--- src/design/rvdec_pkg.sv ---
// Package for the RV32IM instruction decoder: word types, opcode constants,
// operation class and operation code enumerations. No dependencies.
package rvdec_pkg;

  localparam logic [31:0] NopWord = 32'h0000_0013;
  localparam logic [11:0] CsrMepc = 12'h341;
  localparam logic [11:0] FnMret  = 12'h302;
  localparam logic [11:0] FnWfi   = 12'h105;
  localparam logic [11:0] FnEcall = 12'h000;
  localparam logic [11:0] FnEbrk  = 12'h001;
  localparam logic [6:0]  F7Zero  = 7'h00;
  localparam logic [6:0]  F7Alt   = 7'h20;
  localparam logic [6:0]  F7Mul   = 7'h01;
  localparam logic [4:0]  RegRa   = 5'd1;
  localparam logic [4:0]  RegT0   = 5'd5;

  localparam logic [6:0] OpcOpImm  = 7'h13;
  localparam logic [6:0] OpcOp     = 7'h33;
  localparam logic [6:0] OpcLoad   = 7'h03;
  localparam logic [6:0] OpcStore  = 7'h23;
  localparam logic [6:0] OpcLui    = 7'h37;
  localparam logic [6:0] OpcAuipc  = 7'h17;
  localparam logic [6:0] OpcJal    = 7'h6f;
  localparam logic [6:0] OpcJalr   = 7'h67;
  localparam logic [6:0] OpcBranch = 7'h63;
  localparam logic [6:0] OpcMiscMm = 7'h0f;
  localparam logic [6:0] OpcSystem = 7'h73;

  typedef enum logic [3:0] {
    OC_OPIMM   = 4'd0,
    OC_OP      = 4'd1,
    OC_LOAD    = 4'd2,
    OC_STORE   = 4'd3,
    OC_LUI     = 4'd4,
    OC_AUIPC   = 4'd5,
    OC_JAL     = 4'd6,
    OC_JALR    = 4'd7,
    OC_BRANCH  = 4'd8,
    OC_MISCMEM = 4'd9,
    OC_SYSTEM  = 4'd10,
    OC_UNKNOWN = 4'd11
  } op_class_e;

  typedef enum logic [5:0] {
    OP_NONE   = 6'd0,
    OP_ADD    = 6'd1,
    OP_SUB    = 6'd2,
    OP_MUL    = 6'd3,
    OP_MULH   = 6'd4,
    OP_SLL    = 6'd5,
    OP_MULHSU = 6'd6,
    OP_SLT    = 6'd7,
    OP_MULHU  = 6'd8,
    OP_SLTU   = 6'd9,
    OP_DIV    = 6'd10,
    OP_XOR    = 6'd11,
    OP_DIVU   = 6'd12,
    OP_SRA    = 6'd13,
    OP_SRL    = 6'd14,
    OP_REM    = 6'd15,
    OP_OR     = 6'd16,
    OP_REMU   = 6'd17,
    OP_AND    = 6'd18,
    OP_BEQ    = 6'd19,
    OP_BNE    = 6'd20,
    OP_BLT    = 6'd21,
    OP_BGE    = 6'd22,
    OP_BLTU   = 6'd23,
    OP_BGEU   = 6'd24,
    OP_LB     = 6'd25,
    OP_LH     = 6'd26,
    OP_LW     = 6'd27,
    OP_LBU    = 6'd28,
    OP_LHU    = 6'd29,
    OP_SB     = 6'd30,
    OP_SH     = 6'd31,
    OP_SW     = 6'd32,
    OP_ECALL  = 6'd33,
    OP_EBREAK = 6'd34,
    OP_MRET   = 6'd35,
    OP_WFI    = 6'd36,
    OP_CSRRW  = 6'd37,
    OP_CSRRS  = 6'd38,
    OP_CSRRC  = 6'd39,
    OP_CSRRWI = 6'd40,
    OP_CSRRSI = 6'd41,
    OP_CSRRCI = 6'd42
  } operation_e;

  typedef struct packed {
    logic [31:0] instr_word;
    logic        flush;
  } in_word_t;

  typedef struct packed {
    logic [3:0]         op_class;
    logic [5:0]         operation;
    logic signed [31:0] immediate;
    logic [4:0]         src1_index;
    logic [4:0]         src2_index;
    logic [4:0]         dest_index;
    logic [2:0]         register_use;
    logic [1:0]         csr_access;
    logic [11:0]        csr_address;
    logic               ras_push;
    logic               illegal;
  } out_word_t;

endpackage

--- src/design/rv32im_instruction_decoder.sv ---
// Top level of the RV32IM instruction decoder: input register, decode, result register.
// Depends on rvdec_pkg and rvdec_core.
//
// Usage:
// The input channel (in_valid_i, in_ready_o, in_data_i) takes one word per
// accepted handshake: a 32-bit instruction and a flush flag that replaces the
// instruction with the canonical NOP. The output channel (out_valid_o,
// out_ready_i, out_data_o) gives one decoded word per input word, in order.
// A word accepted at a clock edge is captured in the input register, is
// decoded combinationally from it and is written to the result register at
// the next edge at which that register is free or being emptied; its result
// is offered from then on until the receiver takes it.
// Throughput is one word per cycle; both registers advance together whenever
// the result register is free or being emptied, which sets that figure.
// When the receiver stalls, the result register holds its word, the input
// register holds the word behind it, and in_ready_o drops once both are full.
// Reset empties both registers; no result is offered until a new word arrives.
module rv32im_instruction_decoder (
  input  logic                 clk_i,
  input  logic                 rst_ni,
  input  logic                 in_valid_i,
  output logic                 in_ready_o,
  input  rvdec_pkg::in_word_t  in_data_i,
  output logic                 out_valid_o,
  input  logic                 out_ready_i,
  output rvdec_pkg::out_word_t out_data_o
);
  import rvdec_pkg::*;

  in_word_t  s1_q;
  logic      s1_valid_q, s1_valid_d;
  out_word_t dec_word;
  out_word_t out_q;
  logic      out_valid_q, out_valid_d;
  logic      out_free, s1_adv, in_acc;

  assign out_free   = !out_valid_q || out_ready_i;
  assign s1_adv     = s1_valid_q && out_free;
  assign in_ready_o = !s1_valid_q || out_free;
  assign in_acc     = in_valid_i && in_ready_o;

  assign s1_valid_d  = in_acc || (s1_valid_q && !s1_adv);
  assign out_valid_d = s1_adv || (out_valid_q && !out_ready_i);

  always_ff @(posedge clk_i or negedge rst_ni) begin
    if (!rst_ni) begin
      s1_valid_q  <= 1'b0;
      out_valid_q <= 1'b0;
    end else begin
      s1_valid_q  <= s1_valid_d;
      out_valid_q <= out_valid_d;
    end
  end

  always_ff @(posedge clk_i) begin
    if (in_acc) begin
      s1_q <= in_data_i;
    end
    if (s1_adv) begin
      out_q <= dec_word;
    end
  end

  rvdec_core u_core (
    .in_word_i  (s1_q),
    .out_word_o (dec_word)
  );

  assign out_valid_o = out_valid_q;
  assign out_data_o  = out_q;

  a_s1_hold: assert property (@(posedge clk_i) disable iff (!rst_ni)
    (s1_valid_q && !s1_adv) |=> (s1_valid_q && $stable(s1_q)))
    else $error("input register lost or changed a stalled word");

  a_out_source: assert property (@(posedge clk_i) disable iff (!rst_ni)
    $rose(out_valid_q) |-> $past(s1_valid_q))
    else $error("result appeared without a word in the input register");

  a_ready_empty: assert property (@(posedge clk_i) disable iff (!rst_ni)
    !s1_valid_q |-> in_ready_o)
    else $error("empty input register refused a word");

  a_illegal_none: assert property (@(posedge clk_i) disable iff (!rst_ni)
    (out_valid_q && out_q.illegal) |-> (out_q.operation == OP_NONE))
    else $error("illegal word carries an operation");

  a_unknown: assert property (@(posedge clk_i) disable iff (!rst_ni)
    (out_valid_q && out_q.op_class == OC_UNKNOWN) |->
      (out_q.illegal && out_q.register_use == 3'd0 && out_q.csr_access == 2'd0))
    else $error("unknown opcode decoded with side effects");

endmodule

--- src/design/rvdec_core.sv ---
// Combinational decode of one RV32IM instruction word into a result word.
// Depends on rvdec_pkg for types, opcodes and operation codes.
module rvdec_core (
  input  rvdec_pkg::in_word_t  in_word_i,
  output rvdec_pkg::out_word_t out_word_o
);
  import rvdec_pkg::*;

  logic [31:0] w;
  logic [6:0]  opc;
  logic [2:0]  f3;
  logic [6:0]  f7;
  logic [4:0]  rsa, rsb, rdn;
  logic [11:0] i12;
  logic [31:0] imm_i, imm_s, imm_b, imm_u, imm_j;
  logic        r1, r2, rw, z7, s7, m7, clean, push_rd;

  assign w     = in_word_i.flush ? NopWord : in_word_i.instr_word;
  assign opc   = w[6:0];
  assign f3    = w[14:12];
  assign f7    = w[31:25];
  assign rsa   = w[19:15];
  assign rsb   = w[24:20];
  assign rdn   = w[11:7];
  assign i12   = w[31:20];
  assign imm_i = {{20{w[31]}}, w[31:20]};
  assign imm_s = {{20{w[31]}}, w[31:25], w[11:7]};
  assign imm_b = {{19{w[31]}}, w[31], w[7], w[30:25], w[11:8], 1'b0};
  assign imm_u = {w[31:12], 12'b0};
  assign imm_j = {{11{w[31]}}, w[31], w[19:12], w[20], w[30:21], 1'b0};
  assign r1    = rsa != 5'd0;
  assign r2    = rsb != 5'd0;
  assign rw    = rdn != 5'd0;
  assign z7    = f7 == F7Zero;
  assign s7    = f7 == F7Alt;
  assign m7    = f7 == F7Mul;
  assign clean = !r1 && !rw;
  assign push_rd = (rdn == RegRa) || (rdn == RegT0);

  always_comb begin
    op_class_e  cls;
    operation_e op;
    logic [31:0] imm;
    logic [2:0]  use_bits;
    logic [1:0]  csr;
    logic [11:0] csra;
    logic        ill;
    logic        push;
    cls      = OC_UNKNOWN;
    op       = OP_NONE;
    imm      = 32'd0;
    use_bits = 3'd0;
    csr      = 2'd0;
    csra     = i12;
    ill      = 1'b0;
    push     = 1'b0;
    case (opc)
      OpcOpImm: begin
        cls      = OC_OPIMM;
        imm      = imm_i;
        use_bits = {rw, 1'b0, r1};
        case (f3)
          3'd0: op = OP_ADD;
          3'd1: begin
            if (z7) op = OP_SLL;
            else ill = 1'b1;
          end
          3'd2: op = OP_SLT;
          3'd3: op = OP_SLTU;
          3'd4: op = OP_XOR;
          3'd5: begin
            if (z7) op = OP_SRL;
            else if (s7) op = OP_SRA;
            else ill = 1'b1;
          end
          3'd6: op = OP_OR;
          default: op = OP_AND;
        endcase
      end
      OpcOp: begin
        cls      = OC_OP;
        use_bits = {rw, r2, r1};
        if (z7) begin
          case (f3)
            3'd0: op = OP_ADD;
            3'd1: op = OP_SLL;
            3'd2: op = OP_SLT;
            3'd3: op = OP_SLTU;
            3'd4: op = OP_XOR;
            3'd5: op = OP_SRL;
            3'd6: op = OP_OR;
            default: op = OP_AND;
          endcase
        end else if (m7) begin
          case (f3)
            3'd0: op = OP_MUL;
            3'd1: op = OP_MULH;
            3'd2: op = OP_MULHSU;
            3'd3: op = OP_MULHU;
            3'd4: op = OP_DIV;
            3'd5: op = OP_DIVU;
            3'd6: op = OP_REM;
            default: op = OP_REMU;
          endcase
        end else if (s7 && f3 == 3'd0) begin
          op = OP_SUB;
        end else if (s7 && f3 == 3'd5) begin
          op = OP_SRA;
        end else begin
          ill = 1'b1;
        end
      end
      OpcLoad: begin
        cls      = OC_LOAD;
        imm      = imm_i;
        use_bits = {rw, 1'b0, r1};
        case (f3)
          3'd0: op = OP_LB;
          3'd1: op = OP_LH;
          3'd2: op = OP_LW;
          3'd4: op = OP_LBU;
          3'd5: op = OP_LHU;
          default: ill = 1'b1;
        endcase
      end
      OpcStore: begin
        cls      = OC_STORE;
        imm      = imm_s;
        use_bits = {1'b0, r2, r1};
        case (f3)
          3'd0: op = OP_SB;
          3'd1: op = OP_SH;
          3'd2: op = OP_SW;
          default: ill = 1'b1;
        endcase
      end
      OpcLui: begin
        cls      = OC_LUI;
        imm      = imm_u;
        use_bits = {rw, 2'b00};
      end
      OpcAuipc: begin
        cls      = OC_AUIPC;
        imm      = imm_u;
        use_bits = {rw, 2'b00};
      end
      OpcJal: begin
        cls      = OC_JAL;
        imm      = imm_j;
        use_bits = {rw, 2'b00};
        push     = push_rd;
      end
      OpcJalr: begin
        cls      = OC_JALR;
        imm      = imm_i;
        use_bits = {rw, 1'b0, r1};
        push     = push_rd;
        ill      = f3 != 3'd0;
      end
      OpcBranch: begin
        cls      = OC_BRANCH;
        imm      = imm_b;
        use_bits = {1'b0, r2, r1};
        case (f3)
          3'd0: op = OP_BEQ;
          3'd1: op = OP_BNE;
          3'd4: op = OP_BLT;
          3'd5: op = OP_BGE;
          3'd6: op = OP_BLTU;
          3'd7: op = OP_BGEU;
          default: ill = 1'b1;
        endcase
      end
      OpcMiscMm: begin
        cls = OC_MISCMEM;
      end
      OpcSystem: begin
        cls      = OC_SYSTEM;
        use_bits = {rw, 2'b00};
        case (f3)
          3'd0: begin
            if (clean && i12 == FnEcall) begin
              op = OP_ECALL;
            end else if (clean && i12 == FnEbrk) begin
              op = OP_EBREAK;
            end else if (clean && i12 == FnMret) begin
              op   = OP_MRET;
              csra = CsrMepc;
              csr  = 2'b01;
            end else if (clean && i12 == FnWfi) begin
              op = OP_WFI;
            end else begin
              ill = 1'b1;
            end
          end
          3'd4: ill = 1'b1;
          default: begin
            case (f3)
              3'd1: op = OP_CSRRW;
              3'd2: op = OP_CSRRS;
              3'd3: op = OP_CSRRC;
              3'd5: op = OP_CSRRWI;
              3'd6: op = OP_CSRRSI;
              default: op = OP_CSRRCI;
            endcase
            use_bits[0] = !f3[2] && r1;
            csr[0]      = rw;
            csr[1]      = (f3[1:0] == 2'b01) || r1;
          end
        endcase
      end
      default: ill = 1'b1;
    endcase
    out_word_o.op_class     = cls;
    out_word_o.operation    = op;
    out_word_o.immediate    = imm;
    out_word_o.src1_index   = rsa;
    out_word_o.src2_index   = rsb;
    out_word_o.dest_index   = rdn;
    out_word_o.register_use = use_bits;
    out_word_o.csr_access   = csr;
    out_word_o.csr_address  = csra;
    out_word_o.ras_push     = push;
    out_word_o.illegal      = ill;
  end

endmodule

--- config.mk ---
export PLATFORM = sky130hd
export DESIGN_NAME = rv32im_instruction_decoder
export DESIGN_NICKNAME = d
export VERILOG_FILES = /design/src/design/rvdec_pkg.sv /design/src/design/rv32im_instruction_decoder.sv /design/src/design/rvdec_core.sv
export SDC_FILE = /design/constraint.sdc
export NUM_CORES = 1
export LEC_CHECK = 0
export BUFFER_PORTS_ARGS = -buffer_cell sky130_fd_sc_hd__buf_2
export CAP_MARGIN = 25
export CORE_MARGIN = 4
export CORE_UTILIZATION = 35
export CTS_CLUSTER_SIZE = 20
export DETAILED_ROUTE_END_ITERATION = 7
export GPL_ROUTABILITY_DRIVEN = 0
export HOLD_SLACK_MARGIN = 0.12
export PLACE_DENSITY = 0.6
export SYNTH_ARGS = -nofsm -noshare
export SYNTH_HDL_FRONTEND = slang
export SYNTH_HIERARCHICAL = 1
export SYNTH_SLANG_ARGS = --single-unit
--- constraint.sdc ---
create_clock -name clk_i -period 3.15 [get_ports clk_i]
set_input_delay 0.315 -clock clk_i [delete_from_list [all_inputs] [get_ports clk_i]]
set_output_delay 0.315 -clock clk_i [all_outputs]
set_load 0.01 [all_outputs]
==> results of run 1 <==
-- sequential cells by signal, indices dropped and copies added, names as in the netlist --
name,cells
out_valid_o,1
s1_valid_q,1
out_data_o,76
s1_q,33
-- cells in the final DEF, fill, tap and decap left out, drive strengths merged, types with 10 or more instances in the layout --
master | netlist | layout
buf | 13 | 124
edfxtp | 109 | 109
nor2 | 43 | 43
nand2 | 38 | 38
o21ai | 28 | 28
inv | 20 | 22
a21oi | 18 | 18
nand2b | 14 | 14
nor2b | 13 | 13
clkbuf | 8 | 10
-- routing by layer --
metal | routed length [um] | track usage [%] | vias to the layer above | share of wire [%]
li1 | - | - | 1815 | -
met3 | 1222 | 4.542 | 17 | 9.2
met2 | 6292 | 26.05 | 212 | 47
met1 | 5601 | 21.46 | 1867 | 42
met4 | 172 | 4.245 | 0 | 1.3
met5 | 0 | 0 | - | 0
-- stage by stage --
stage / util, % / setup slack [ns] / hold WS [ns]
2_1_floorplan: - / 0.3813 / 0.01941
3_3_place_gp: 41.50 / 0.7160 / 0.1007
3_5_place_dp: 41.50 / 0.6621 / 0.1074
4_1_cts: 43.67 / 0.6519 / 0.1208
5_1_grt: 43.67 / 0.4905 / 0.1232
6_report: 43.67 / 0.6211 / 0.1344
-- path summary, 6_finish.rpt --
path | depth (start not counted) | startpoint | slack, ns | to
worst max-delay path | 6 | s1_q[4] | 0.62 | out_data_o[3]
worst min-delay path | 1 | in_data_i[2] | 0.13 | s1_q[2]
worst max register to register | 6 | s1_q[4] | 0.62 | out_data_o[3]
worst min register to register | 1 | s1_valid_q | 0.56 | out_valid_o
max in group asynchronous | 2 | rst_ni | 2.79 | out_valid_o
min in group asynchronous | 2 | rst_ni | 0.27 | s1_valid_q
-- cells in the mapped netlist (2+ instances only) --
cell	n
o21ai_0	27
o211ai_1	3
a31oi_1	6
a21o_1	6
nand3_1	9
a311oi_1	2
o31ai_1	3
o22a_1	2
buf_2	6
nand2_1	37
buf_1	3
buf_4	3
edfxtp_1	109
o22ai_1	4
o21a_1	2
a211oi_1	6
a21oi_1	18
nor4_1	5
nand3b_1	2
a22oi_1	5
nor3_1	6
nand4b_1	2
or2_2	3
and3_1	2
or4_1	8
o221ai_1	2
dfrtp_1	2
nor2b_1	13
or3_1	3
inv_1	20
nor2_1	43
nor4bb_1	2
nand2b_1	14
clkbuf_1	8
nand4_1	6
and2_1	5
-- power by group through the flow --
stage               sequential, mW  clock, mW  combinational (mW)
global route                  1.84       1.15               0.390
finish                        1.82       1.06               0.358
global placement              1.85          0               0.353
CTS                           1.82       1.10               0.360
floorplan                     1.87          0               0.170
detailed placement            1.86          0               0.356
-- critical path, cell delays in order, from the launching register on --
cell	delay [ns]
edfxtp_1	0.50
nor4bb_1	0.31
buf_4	0.21
nand4_1	0.29
or2_1	0.36
or3_1	0.44
and2_1	0.18
-- area by class of cell --
type | instances | area, um2
Fill cell | 1328 | 7910
Multi-Input combinational cell | 270 | 1559
Timing Repair Buffer | 127 | 675.6
Inverter | 20 | 75.07
Tap cell | 180 | 225.2
Clock buffer | 10 | 229.0
Sequential cell | 111 | 3323
Clock inverter | 6 | 45.04
-- cell families (layout without fill, tap and decap cells) --
group | Yosys count | in the layout | synth area share (%)
AO/OA/AOI/OAI | 99 | 99 | 12.66
XOR/XNOR | 1 | 1 | 0.1731
buffers and inverters | 41 | 163 | 3.561
flip-flops | 111 | 111 | 65.68
multiplexers | 1 | 1 | 0.1978
AND/OR/NAND/NOR | 169 | 169 | 17.73
==> results.json, run 1 <==
{
  "vias_per_cell": 5.402,
  "cp-end-kind": "flip-flop",
  "hpwl_um": 9526,
  "wirelength_um": 13290,
  "clkPwrFrac_pct": 32.7,
  "power.total_mw": 3.237,
  "arrival_ns": 2.64,
  "crit_type": "reg2reg",
  "crit_required_ns": 3.27,
  "p_per_area_nw_per_um2": 527.9,
  "num_io_pins": 115,
  "grt_usage_pct": 16.15,
  "grt_overflow": 0,
  "syn_avg_cell_area_um2": 11.99,
  "grt_pass1_vias": 3751,
  "fin_tns_setup_ns": 0,
  "synth_top_cell_by_area": "edfxtp_1",
  "vias": 3911,
  "syn_nets": 459,
  "cp-start-kind": "flip-flop",
  "rsz0062_at_grt": "no",
  "leakagePower_nw": 2.431,
  "vdd_ir_drop_max_mv": 0.2317,
  "outcome": "complete, no violations",
  "area_growth_syn_to_layout_pct": 21.19,
  "cts.sinks": 111,
  "seqPwrFrac_pct": 56.3,
  "cts_root_buf": "clkbuf_16",
  "port_buffers": 114,
  "min_period_ns": 2.529,
  "start_util_pct": 36.03,
  "antenna_found_initial": 0,
  "synth_top_area_share_pct": 64.69,
  "num_antenna_cells": 0,
  "clockBufferDepth": 2,
  "internal_power_mw": 2.425,
  "grt_pass1_wl_um": 20300,
  "grt_max_degree": 77,
  "max_cap_viol_count": 0,
  "synth_area_um2": 5060,
  "ys_seq_area_share_pct": 65.68,
  "p_switching_mw": 0.8121,
  "synth_flop_cell": "edfxtp_1",
  "antenna_left": 0,
  "cts-hold-fix-buffers": 3,
  "slew_viol_final": 0,
  "layout.cells.non_filler": 724,
  "hold_viol_final": 0,
  "row_count": 43,
  "place_area_um2": 5828,
  "netlist_instances": 422,
  "setup_viol": 0,
  "ys_seq_elements": 111,
  "cts_buffers": 9,
  "fmax_ghz": 0.3954,
  "cts_resized": 0,
  "final_cell_area_um2": 6132,
  "fin_crit_sh_pct": 80.28,
  "coreArea_um2": 14040,
  "h-tree-depth": 3,
  "fin_skew_ns": 0.006799,
  "yosys.cell_types.count": 61,
  "post_cts.repair.setup_buffers": 0,
  "dieArea_um2": 16440,
  "yosysWarningCount": 6,
  "dp.cells": 705,
  "drc_errors": 0,
  "die-width_um": 128.2,
  "nNetsFinal": 576,
  "layout-drive-gt1-share_pct": 27.57,
  "synth_area_leaders": "edfxtp_1, nor2_1, nand2_1, o21ai_0, a21oi_1",
  "worstHoldPathType": "in2reg",
  "ys_async_sr_fraction_pct": 1.802,
  "path_max_fanout": 10,
  "drt_iter0_drc": 451,
  "clk_pin_slew_ns": 0.07,
  "sw_frac_of_total_pct": 25.09,
  "worst_slew_pin_slew_ns": 0.9907,
  "cts_tree": "built",
  "slew_headroom_pct": 33.95,
  "synth_edf_count": 109,
  "clk-insertion-delay-late_ns": 0.35,
  "drt_pass1_iterations": 5,
  "die_h_um": 128.2,
  "post_drt_wl_per_cell_um": 18.35,
  "comb_power_share_pct": 11.1
}
(Power assumes the default switching activity.)
==> run 2: changes to the inputs <==
--- a/config.mk
+++ b/config.mk
@@ -13,7 +13,7 @@
 export DETAILED_ROUTE_END_ITERATION = 7
 export GPL_ROUTABILITY_DRIVEN = 0
 export HOLD_SLACK_MARGIN = 0.12
-export PLACE_DENSITY = 0.6
+export PLACE_DENSITY = 0.62
 export SYNTH_ARGS = -nofsm -noshare
 export SYNTH_HDL_FRONTEND = slang
 export SYNTH_HIERARCHICAL = 1
==> constraint.sdc (replaced) <==
create_clock -name clk_i -period 2.2 [get_ports clk_i]
set_input_delay 0.22 -clock clk_i [delete_from_list [all_inputs] [get_ports clk_i]]
set_output_delay 0.22 -clock clk_i [all_outputs]
set_load 0.01 [all_outputs]
==> results.json, run 2 (synthesis gave the netlist of run 1 again) <==
{
  "grt_usage_pct": 16.89,
  "worst_slew_pin_slew_ns": 0.4759,
  "fin_skew_ns": 0.004869,
  "layout-drive-gt1-share_pct": 35.76,
  "grt_util_met3_pct": 6.083,
  "start_util_pct": 36.03,
  "clk-insertion-delay-late_ns": 0.36,
  "critPathLaunch": "s1_q[18]",
  "fin_crit_sh_pct": 100.5,
  "crit_type": "reg2reg",
  "cts_buffers": 9,
  "reg2reg_depth": 7,
  "cp-start-kind": "flip-flop",
  "hold_viol_final": 0,
  "endpoint": "out_data_o[0]",
  "grt_max_degree": 77,
  "grt_pass1_vias": 4132,
  "clk_pin_slew_ns": 0.07,
  "drt_iter0_drc": 370,
  "clockBufferDepth": 2,
  "num_io_pins": 115,
  "slew_headroom_pct": 68.08,
  "met1_usage_pct": 20.73,
  "setup_ws_ns": -0.01029,
  "drc_errors": 0,
  "worstReg2RegEnd": "out_data_o[0]",
  "violations": "negative setup slack",
  "h-tree-depth": 3,
  "place_area_um2": 6246,
  "crit-reg2reg-launch": "s1_q[18]",
  "die_h_um": 128.2,
  "hpwl_um": 10050,
  "post_drt_wl_per_cell_um": 17.07,
  "fill_cells": 1242,
  "largest_register_ff_count": 76,
  "grt.busiest_layer": "met2",
  "drt_pass1_iterations": 5,
  "die-width_um": 128.2,
  "dieArea_um2": 16440,
  "leakagePower_nw": 2.893,
  "p_per_area_nw_per_um2": 693.6,
  "area_growth_syn_to_layout_pct": 38.97,
  "worstHoldPathType": "in2async",
  "fmax_ghz": 0.4524,
  "cts.sinks": 111,
  "min_period_ns": 2.210,
  "cp-end-kind": "flip-flop",
  "vias": 4266,
  "final_cell_area_um2": 7032,
  "rrSetupSlack_ns": -0.01,
  "antenna_found_initial": 0,
  "slew_viol_final": 0,
  "rsz0062_at_grt": "yes",
  "setup_viol": 2,
  "max_cap_viol_count": 0,
  "grt_pass1_wl_um": 21490,
  "vias_per_cell": 5.254,
  "grt_overflow": 0,
  "arrival_ns": 2.29,
  "power.total_mw": 4.878,
  "num_antenna_cells": 0,
  "most-common-layout-cells": "buf_2, edfxtp_1, buf_4, nor2_1, dlygate4sd3_1",
  "vdd_ir_drop_max_mv": 0.5004,
  "nNetsFinal": 664,
  "met2_usage_pct": 27.64,
  "row_count": 43,
  "port_buffers": 114,
  "path_max_fanout": 2,
  "cts_root_buf": "clkbuf_16",
  "outcome": "finished with violations",
  "crit_required_ns": 2.28,
  "wirelength_um": 13860,
  "layout_commonest_cell": "buf_2",
  "cts_tree": "built",
  "coreArea_um2": 14040,
  "antenna_left": 0
}
[run 2: cell count changes in the layout (fill, tap and decap cells not counted), sizes merged]
cell         delta
clkinvlp        -1
clkbuf          -1
dlygate4sd3    +32
inv             -1
clkinv          +2
bufinv          +1
buf            +56
[run 2: worst min-delay path by stage]
stage,from,to,depth (start not counted)
final,rst_ni,s1_valid_q,2
after global routing,rst_ni,s1_valid_q,2
after CTS,rst_ni,s1_valid_q,2
after detailed placement,rst_ni,s1_valid_q,1
after global placement,rst_ni,s1_valid_q,1
after floorplan,rst_ni,out_valid_o,0
[run 2: cell type report]
cell class / instances / area [um2] / share of cell area [%]
Timing Repair Buffer: 215 / 1449 / 20.60
Tap cell: 180 / 225.2 / 3.203
Clock inverter: 7 / 71.32 / 1.014
Inverter: 20 / 75.07 / 1.068
Multi-Input combinational cell: 270 / 1663 / 23.65
Clock buffer: 9 / 225.2 / 3.203
Sequential cell: 111 / 3323 / 47.26
[run 2: through the flow]
step / setup TNS (ns) / util (%) / setup slack, ns / cells / hold WS [ns]
final: -0.01832 / 50.08 / -0.01029 / 812 / 0.1667
after CTS: -0.1544 / 49.48 / -0.06996 / 810 / 0.1534
after global routing: -0.2190 / 50.08 / -0.08018 / 812 / 0.1623
after floorplan: 0 / - / 0.01011 / 422 / -0.07559
after global placement: -0.2405 / 44.48 / -0.09200 / 756 / 0.004307
after detailed placement: -0.5787 / 44.48 / -0.1454 / 756 / 0.01292
[run 2: what timing repair did]
action / CTS / global route
hold buffers: 35 / 0
resized for setup: 9 / 17
hold endpoints to repair: 36 / 0
endpoints found under the setup margin: 11 / 16
buffers inserted: 3 / 2
pin swaps: 9 / 8
[run 2: where the power goes]
part           internal, mW  switching, mW  leakage, nW
registers              2.51         0.0678         1.09
logic                 0.293          0.388         1.65
clock network         0.884          0.733        0.145
total                  3.69           1.19         2.89
[run 2: routing by layer]
metal | vias to the layer above | wire [um]
met5 | - | 0
met4 | 0 | 381
met3 | 39 | 1328
met2 | 228 | 6729
met1 | 2012 | 5421
li1 | 1987 | -
[run 2: worst max-delay path: stages, from the launching register on]
cell,delay (ns)
edfxtp_1,0.39
or4_4,0.56
nor2_4,0.12
nand4b_1,0.14
buf_4,0.16
buf_6,0.10
o211ai_1,0.29
o2111ai_1,0.18
==> run 3: changes to the inputs <==
--- a/config.mk
+++ b/config.mk
@@ -13,8 +13,7 @@
 export DETAILED_ROUTE_END_ITERATION = 7
 export GPL_ROUTABILITY_DRIVEN = 0
 export HOLD_SLACK_MARGIN = 0.12
-export PLACE_DENSITY = 0.62
+export PLACE_DENSITY = 0.61
 export SYNTH_ARGS = -nofsm -noshare
 export SYNTH_HDL_FRONTEND = slang
-export SYNTH_HIERARCHICAL = 1
 export SYNTH_SLANG_ARGS = --single-unit
==> results.json, run 3 <==
{
  "outcome": "finished with violations",
  "violations": "negative setup slack",
  "cts_tree": "built",
  "grt_pass1_wl_um": 24130,
  "dieArea_um2": 17370,
  "synth_area_um2": 5363,
  "yosys.cell_types.count": 78,
  "fin_tns_setup_ns": -0.06555,
  "drt_pass1_iterations": 5,
  "cp-end-kind": "flip-flop",
  "synth_edf_count": 109,
  "fin_skew_ns": 0.01058,
  "cts.sinks": 111,
  "leakagePower_nw": 3.061,
  "area_growth_syn_to_layout_pct": 40.88,
  "slew_headroom_pct": 64.69,
  "seqPwrFrac_pct": 50.8,
  "coreArea_um2": 14750,
  "sw_frac_of_total_pct": 26.04,
  "syn_nets": 492,
  "most-common-layout-cells": "buf_2, edfxtp_1, buf_4, nand2_1, dlygate4sd3_1",
  "post_drt_wl_per_cell_um": 17.97,
  "fmax_ghz": 0.4414,
  "whs_ns": 0.1610,
  "vias_per_cell": 5.296,
  "whs_path_depth": 3,
  "row_count": 44,
  "worst_slew_pin_slew_ns": 0.5297,
  "slowest_stage": "or4_1",
  "reg2reg_depth": 9,
  "drt_iter0_drc": 378,
  "synth_flop_cell": "edfxtp_1",
  "ys_seq_area_share_pct": 61.97,
  "clkPwrFrac_pct": 33.4,
  "power.total_mw": 5.126,
  "holdPathEnd": "out_valid_o",
  "hp-start": "out_ready_i",
  "max_cap_viol_count": 0,
  "ys_async_sr_fraction_pct": 1.802,
  "die-width_um": 131.8,
  "p_switching_mw": 1.335,
  "crit_type": "reg2reg",
  "slew_viol_final": 0,
  "critPathLaunch": "s1_q[0]",
  "worstReg2RegEnd": "out_data_o[66]",
  "vias": 4539,
  "yosysWarningCount": 0,
  "clk-insertion-delay-late_ns": 0.35,
  "place_ws_ns": -0.08432,
  "clockBufferDepth": 2,
  "synth_top_cell_by_area": "edfxtp_1",
  "layout-drive-gt1-share_pct": 38.78,
  "crit_family": "simple AND/OR/NAND/NOR gates",
  "grt_usage_pct": 17.35,
  "fin_crit_sh_pct": 103.0,
  "ys_seq_elements": 111,
  "die_h_um": 131.8,
  "internal_power_mw": 3.791,
  "netlist_instances": 449,
  "netlist_top_cells_count": "edfxtp_1, nand2_1, nor2_1",
  "num_antenna_cells": 0,
  "clk_pin_slew_ns": 0.07,
  "worstHoldPathType": "in2reg",
  "rrSetupSlack_ns": -0.07,
  "cp-start-kind": "flip-flop",
  "antenna_found_initial": 0,
  "h-tree-depth": 3,
  "p_per_area_nw_per_um2": 678.6,
  "path_max_fanout": 7,
  "crit_required_ns": 2.29,
  "start_util_pct": 36.35,
  "wirelength_um": 15400,
  "nNetsFinal": 711,
  "min_period_ns": 2.266,
  "num_io_pins": 115,
  "largest_register_ff_count": 76,
  "setup_viol": 1,
  "rsz0062_at_grt": "yes",
  "setup_ws_ns": -0.06555,
  "vdd_ir_drop_max_mv": 0.3922,
  "critical-path-max-stage-delay_ns": 0.51,
  "cts_root_buf": "clkbuf_16",
  "comb_power_share_pct": 15.9,
  "path_buf_inv": 3,
  "grt_overflow": 0,
  "crit-reg2reg-launch": "s1_q[0]",
  "hold_viol_final": 0,
  "arrival_ns": 2.36,
  "port_buffers": 114,
  "antenna_left": 0,
  "hpwl_um": 11560,
  "cts_buffers": 9,
  "yosysMostFrequentCell": "edfxtp_1",
  "synth_area_leaders": "edfxtp_1, nand2_1, o21ai_0, nor2_1, a21oi_1",
  "crit_chain": "clkinv_4 > nand2_8 > buf_6 > ha_4 > buf_4 > o21ai_0 > o22a_1 > o22ai_1 > or4_1",
  "grt_max_degree": 37,
  "syn_avg_cell_area_um2": 11.94,
  "grt_pass1_vias": 4501,
  "synth_top_area_share_pct": 61.04,
  "drc_errors": 0,
  "layout_commonest_cell": "buf_2"
}
==> run 3: changes by cell type after synthesis, moves of 4 or more <==
cell / before / now
clkbuf_1: 8 / 13
ha_1: 0 / 6
nor2_1: 43 / 35
nor3_1: 6 / 13
nor4_2: 0 / 4
o211ai_1: 3 / 11
==> run 3: power by group through the flow <==
stage                     registers [mW]  clock network (mW)  logic [mW]
after floorplan                     2.69                   0       0.328
after global placement              2.64                   0       0.719
after detailed placement            2.65                   0       0.728
after CTS                           2.60                1.75       0.790
after global routing                2.62                1.84       0.880
final                               2.60                1.71       0.813
==> run 3: cell type report <==
class	count	area (um2)
timing repair buffer	233	1608
inverter	21	93.84
tap	184	230.2
fill	1303	7199
multi-input combinational	292	1981
sequential	111	3323
clock buffer	9	225.2
clock inverter	7	93.84
==> run 3: per-layer routing <==
metal  routed length (um)  GRT usage [%]
met1                 6891          23.26
met2                 7071          27.45
met3                 1084          4.847
met4                  356          5.484
met5                    0              0
==> run 3: repair_timing <==
action,CTS,global route
setup buffers,5,3
hold endpoints to repair,36,0
hold buffers,35,0
endpoints found under the setup margin,3,28
pin swaps,4,9
gates resized for setup,8,27
==> run 3: per-stage QoR <==
step | cell area [um2] | util (%) | std cells
2_1_floorplan | 5487 | - | 449
3_3_place_gp | 6704 | 45.44 | 798
3_5_place_dp | 6704 | 45.44 | 798
4_1_cts | 7432 | 50.37 | 854
5_1_grt | 7555 | 51.20 | 857
6_report | 7555 | 51.20 | 857
==> run 3: cell families after synthesis <==
logic type | count (synthesis) | synth area share, %
and+or+nand+nor | 173 | 18.34
AOI/OAI and AO/OA | 112 | 14.35
DFF | 111 | 61.97
buffers and inverters | 46 | 3.757
adders and majority gates | 6 | 1.400
muxes | 1 | 0.1867
==> run 3: worst max-delay path by stage <==
stage | depth (start not counted) | slack [ns] | end
6_report | 9 | -0.07 | out_data_o[66]
5_1_grt | 9 | -0.13 | out_data_o[66]
4_1_cts | 9 | -0.06 | out_data_o[66]
3_5_place_dp | 8 | -0.08 | out_data_o[66]
3_3_place_gp | 9 | -0.06 | out_data_o[66]
2_1_floorplan | 12 | -0.42 | out_data_o[66]
==> run 3: worst reg2reg max path: cells and delay by family, from the launching register on <==
kind / cells / cell delay, ns
compound gates: 3 / 0.44
simple gates: 2 / 0.58
flops: 1 / 0.43
fa+ha+maj: 1 / 0.17
buf+inv: 3 / 0.38
